File: src/sv/ptu_pkg.sv
// ----------------------------------------------------------------------------
// ptu_pkg
// Shared types, constants and helper functions for the pool test posterior
// update block.
// ----------------------------------------------------------------------------
package ptu_pkg;

    // Lattice geometry.
    localparam int SUBJECTS    = 4;
    localparam int VARIANTS    = 2;
    localparam int STATE_COUNT = 256;
    localparam int STATE_W     = $clog2(STATE_COUNT);
    localparam int LAT_W       = SUBJECTS * VARIANTS;
    localparam int EXT_W       = (STATE_W > LAT_W) ? STATE_W : LAT_W;

    // Fixed field widths.
    localparam int ACTION_W    = 2;
    localparam int INDEX_W     = 8;
    localparam int POOL_W      = 4;
    localparam int OBS_W       = 2;
    localparam int POOL_EXT_W  = (SUBJECTS > POOL_W) ? SUBJECTS : POOL_W;
    localparam int OBS_EXT_W   = (VARIANTS > OBS_W) ? VARIANTS : OBS_W;

    // Arithmetic widths.
    localparam int PROB_W      = 32;
    localparam int SUM_W       = 40;
    localparam int REM_W       = SUM_W + 1;
    localparam int QBIT_W      = $clog2(PROB_W);
    localparam int STEP_W      = (VARIANTS > 1) ? $clog2(VARIANTS) : 1;
    localparam int MISS_W      = $clog2(VARIANTS + 1);

    // Configuration port.
    localparam int PADDR_W     = 3;
    localparam int PDATA_W     = 32;
    localparam logic [0:0] REG_MISMATCH = 1'b0;
    localparam logic [0:0] REG_MATCH    = 1'b1;
    localparam logic [PROB_W-1:0] MISMATCH_RESET = 32'd21474836;
    localparam logic [PROB_W-1:0] MATCH_RESET    = 32'd4230542622;

    // Request actions.
    localparam logic [ACTION_W-1:0] ACT_LOAD = 2'd0;
    localparam logic [ACTION_W-1:0] ACT_TEST = 2'd1;
    localparam logic [ACTION_W-1:0] ACT_READ = 2'd2;

    // Result status codes.
    localparam logic STAT_OK   = 1'b0;
    localparam logic STAT_ZERO = 1'b1;

    typedef enum logic [3:0] {
        S_IDLE,
        S_READ_WAIT,
        S_SCALE_RD,
        S_SCALE_CAP,
        S_SCALE_MUL,
        S_SCALE_WR,
        S_SUM_CHK,
        S_NORM_RD,
        S_NORM_CAP,
        S_NORM_DIV,
        S_NORM_WR
    } t_state;

    typedef enum logic [2:0] {
        ALU_NOP,
        ALU_MUL,
        ALU_ACC,
        ALU_GE,
        ALU_DIV
    } t_alu_op;

    typedef struct packed {
        t_alu_op           op;
        logic [PROB_W-1:0] a;
        logic [PROB_W-1:0] b;
        logic [REM_W-1:0]  rem;
        logic [SUM_W-1:0]  wide;
    } t_alu_req;

    typedef struct packed {
        logic [PROB_W-1:0] prod;
        logic [REM_W-1:0]  wide;
        logic              flag;
    } t_alu_rsp;

    // Expected per-variant response of one lattice state for a pool.
    function automatic logic [VARIANTS-1:0] expected_response(
        input logic [STATE_W-1:0] st,
        input logic [POOL_W-1:0]  pool
    );
        logic [EXT_W-1:0]      ext;
        logic [POOL_EXT_W-1:0] pe;
        logic [VARIANTS-1:0]   resp;
        ext = EXT_W'(st);
        pe  = POOL_EXT_W'(pool);
        for (int v = 0; v < VARIANTS; v++) begin
            resp[v] = 1'b1;
            for (int l = 0; l < SUBJECTS; l++) begin
                if (pe[l] && !ext[l*VARIANTS+v]) begin
                    resp[v] = 1'b0;
                end
            end
        end
        return resp;
    endfunction

    // Number of variants where expected and observed differ.
    function automatic logic [MISS_W-1:0] miss_count(
        input logic [VARIANTS-1:0] resp,
        input logic [OBS_W-1:0]    obs
    );
        logic [OBS_EXT_W-1:0] oe;
        logic [VARIANTS-1:0]  diff;
        logic [MISS_W-1:0]    n;
        oe   = OBS_EXT_W'(obs);
        diff = resp ^ oe[VARIANTS-1:0];
        n    = '0;
        for (int v = 0; v < VARIANTS; v++) begin
            n = n + MISS_W'(diff[v]);
        end
        return n;
    endfunction

endpackage

File: src/sv/ptu_alu.sv
// ----------------------------------------------------------------------------
// ptu_alu
// Shared arithmetic unit: Q0.32 multiply, saturating accumulate, compare and
// one restoring division step.
// ----------------------------------------------------------------------------
module ptu_alu (
    input  ptu_pkg::t_alu_req i_req,
    output ptu_pkg::t_alu_rsp o_rsp
);
    import ptu_pkg::*;

    logic [2*PROB_W-1:0] prod;
    logic [REM_W-1:0]    acc;
    logic [REM_W-1:0]    trial;
    logic [REM_W:0]      diff;

    always_comb begin
        prod  = '0;
        acc   = '0;
        trial = '0;
        diff  = '0;
        o_rsp = '0;
        case (i_req.op)
            ALU_MUL: begin
                prod       = i_req.a * i_req.b;
                o_rsp.prod = prod[2*PROB_W-1:PROB_W];
            end
            ALU_ACC: begin
                acc = {1'b0, i_req.wide} + REM_W'(i_req.a);
                // Saturate the running total at its full scale.
                o_rsp.wide = acc[SUM_W] ? {1'b0, {SUM_W{1'b1}}} : acc;
            end
            ALU_GE: begin
                o_rsp.flag = (SUM_W'(i_req.a) >= i_req.wide);
            end
            ALU_DIV: begin
                trial = {i_req.rem[REM_W-2:0], 1'b0};
                diff  = {1'b0, trial} - {2'b00, i_req.wide};
                if (!diff[REM_W]) begin
                    o_rsp.wide = diff[REM_W-1:0];
                    o_rsp.flag = 1'b1;
                end else begin
                    o_rsp.wide = trial;
                end
            end
            default: begin
                o_rsp = '0;
            end
        endcase
    end

endmodule

File: config.mk
export PLATFORM = sky130hd
export DESIGN_NAME = ptu_alu
export DESIGN_NICKNAME = d
export VERILOG_FILES = /design/src/sv/ptu_pkg.sv /design/src/sv/ptu_alu.sv
export SDC_FILE = /design/constraint.sdc
export NUM_CORES = 2
export LEC_CHECK = 0
export BUFFER_PORTS_ARGS = -buffer_cell sky130_fd_sc_hd__buf_2
export CORE_AREA = 10 10 290 292
export DETAILED_ROUTE_END_ITERATION = 12
export DIE_AREA = 0 0 300 302
export PLACE_DENSITY = 0.7
export SYNTH_ARGS = -nofsm -noshare
export SYNTH_HDL_FRONTEND = slang
export SYNTH_SLANG_ARGS = --single-unit
File: constraint.sdc
create_clock -name vclk -period 6.8
set_clock_uncertainty 0.1 [all_clocks]
set_input_delay 0 -clock vclk [all_inputs]
set_output_delay 0 -clock vclk [all_outputs]
set_load 0.01 [all_outputs]
==> impl_results.md <==
- Outcome: complete, but fails checks
- Failing checks: setup timing
- Clock buf count: 0
- Syn Area/Cell: roughly 8.6 sq um
- Hold Path Class: input port to output pin
- Gpl congestion: approximately 0.92
- RSZ-0062 raised after global routing: yes
- MaxCap Viol Count: 0
- Fin. max-slew vios: 0
- Fraction of layout cells with a size suffix above 1: 0.1813
- CTS Hold Bufs: 0
- Detail Route Antenna Nets: 0
- Synth cell types: 80
- Worst hold path startpoint: i_req[69]
- P&R area growth vs syn: 18.50%
- Via count: ~32k
- Die area: around 0.091 sq mm
- Total grt overflow: 0
- Cell Rows: between 100 and 150
- Tightest Pin Transition: approximately 1100 ps
- Die Ht: about 300 microns
- NumNets Final: around 6.4k
- TritonRoute pass-1 iters: 6
- Critical path type: input port to output pin
- Post-synth top cells: inv_1 (950), fa_1 (897), and2_1 (599)
- Vias per inst: about 5.4
- Crit path DAT: around 7300 ps
- Critical path data required time: 6700 ps
- I/O Buffers: roughly 220
- Final worst path period need: 7390 ps
- Design area: 0.04584 sq mm
- Hold worst-path end: o_rsp[31]
- Reg area: 0 sq um
- Synth warn: 0
- # setup viols final: 30
- Final Cycle Share: 1.087
- Setup TNS: -12,690 ps
- Worst Path Max Fanout: 13
- Largest net degree at the start of global routing: 60
- Largest cells by area after synthesis: fa_1 (46%), ha_1 (12%), and2_1 (9.7%), inv_1 (9.2%), nand2_1 (5.1%)
- Synth Net Count: slightly below 6k
- Hold path cells: 4
- Cell taking the most area after synthesis: fa_1
- Placed instance area: approximately 0.044 sq mm
- Slew margin rel.: 0.2487
- Pre-CTS setup slack: -1183 ps
- Cell with the most instances after synthesis: inv_1
- Sequential cells: 0
- Fin worst setup slack: -589.7 ps
- Routed len/inst: roughly 20 microns
- Startpoint types: input port
- Mapped Cells: 4,512
- Hold slack: about 260 ps
- Total GRT Usage: 0.2625
- Initial Util: 0.4937
- I/O pin total: 222
- Global-route wire length before repair: roughly 190 mm
- Initial antenna violation count: 5
- Post-Syn Area: just under 0.04 sq mm
- Register area share after synthesis: 0
- Core footprint: 0.07836 sq mm
- Yosys top cell area share: 0.4642
- Drt drc: 0
- Max Freq: 135.3 MHz
- Die X: approximately 300 microns
- Detailed Route WL: approximately 120 mm
- Crit end category: output pin
- Fin. Hold Viols: 0
- Post-DP HPWL: between 100 and 150 mm
- Vias in the first global route: roughly 35k
- Number of DRC markers in iteration 0: roughly 2.2k
-- final cells by class --
class | count | area (sq um)
Multi-Input combinational cell | 3322 | 35010
Fill cell | 6926 | 32520
Timing Repair Buffer | 698 | 5929
Inverter | 950 | 3568
Tap cell | 1050 | 1314
Antenna cell | 5 | 12.51
-- per-layer routing --
layer,vias up,track usage,wire (microns)
met5,-,0,13
met4,2,0.09038,4833
met3,231,0.04210,8721
met2,1182,0.4444,56750
met1,16310,0.3391,48180
li1,14670,-,-
-- logic make-up after synthesis --
family                     Yosys count  share of synthesized area
buffers and inverters             1190                     0.1160
muxes                               11                   0.002911
adders and majority gates         1260                     0.5816
xor gates and xnor gates            81                    0.01834
and+or+nand+nor                   1504                     0.1999
AOI/OAI and AO/OA                  466                    0.08129
-- worst max-delay path, cell delays in order --
cell and delay, ps:
buf_8 130, buf_6 130, and2_4 130, fa_1 540
inv_2 40, fa_1 520, fa_1 450, fa_1 520
inv_2 50, fa_1 550, fa_1 440, fa_1 510
fa_1 540, ha_4 290, and4_4 250, nand3_4 80
or4b_4 550, a2111oi_4 310, buf_6 180, o21ai_4 100
buf_6 150, buf_12 120, o21ai_4 180, a31oi_2 120
xor2_1 150, nor2_1 80, buf_2 140
-- stage by stage --
stage / util / std cells
after detailed placement: 0.5563 / 5960
after CTS: 0.5756 / 6004
final: 0.5850 / 6025
after global placement: 0.5563 / 5960
after floorplan: - / 4512
after global routing: 0.5849 / 6023
-- cells in the final DEF (no fill, tap or decap), types with 23 or more instances in the layout --
cell type | Yosys | final
fa_1 | 897 | 859
o21bai_1 | 23 | 23
o21ai_0 | 93 | 82
and2_4 | 0 | 29
nand3_1 | 111 | 110
nor3_1 | 39 | 34
a21o_1 | 42 | 42
ha_1 | 363 | 346
buf_6 | 1 | 91
buf_8 | 0 | 27
buf_2 | 8 | 162
nand2_1 | 522 | 520
nor2_1 | 101 | 99
fa_2 | 0 | 38
nand4_1 | 27 | 27
inv_1 | 950 | 930
buf_4 | 0 | 376
and2_1 | 599 | 569
buf_12 | 0 | 35
xor2_1 | 24 | 24
a21oi_1 | 130 | 112
xnor2_1 | 57 | 54
-- worst max path at each step --
stage	startpoint	end	slack, ps
after global placement	i_req[89]	o_rsp[67]	-1100
after detailed placement	i_req[89]	o_rsp[69]	-1180
after global routing	i_req[120]	o_rsp[58]	-790
after CTS	i_req[129]	o_rsp[70]	-720
after floorplan	i_req[83]	o_rsp[70]	-30
final	i_req[130]	o_rsp[58]	-590
-- what timing repair did --
action                                  4_1_cts  5_1_grt
pin swaps                                   139      132
gates resized for setup                     300      147
endpoints found under the setup margin       32       32
buffers inserted                             45       22
gates cloned                                  4        1
Power is not shown: default switching activity piles up to over one toggle a cycle in this logic, so the estimate is an artifact.
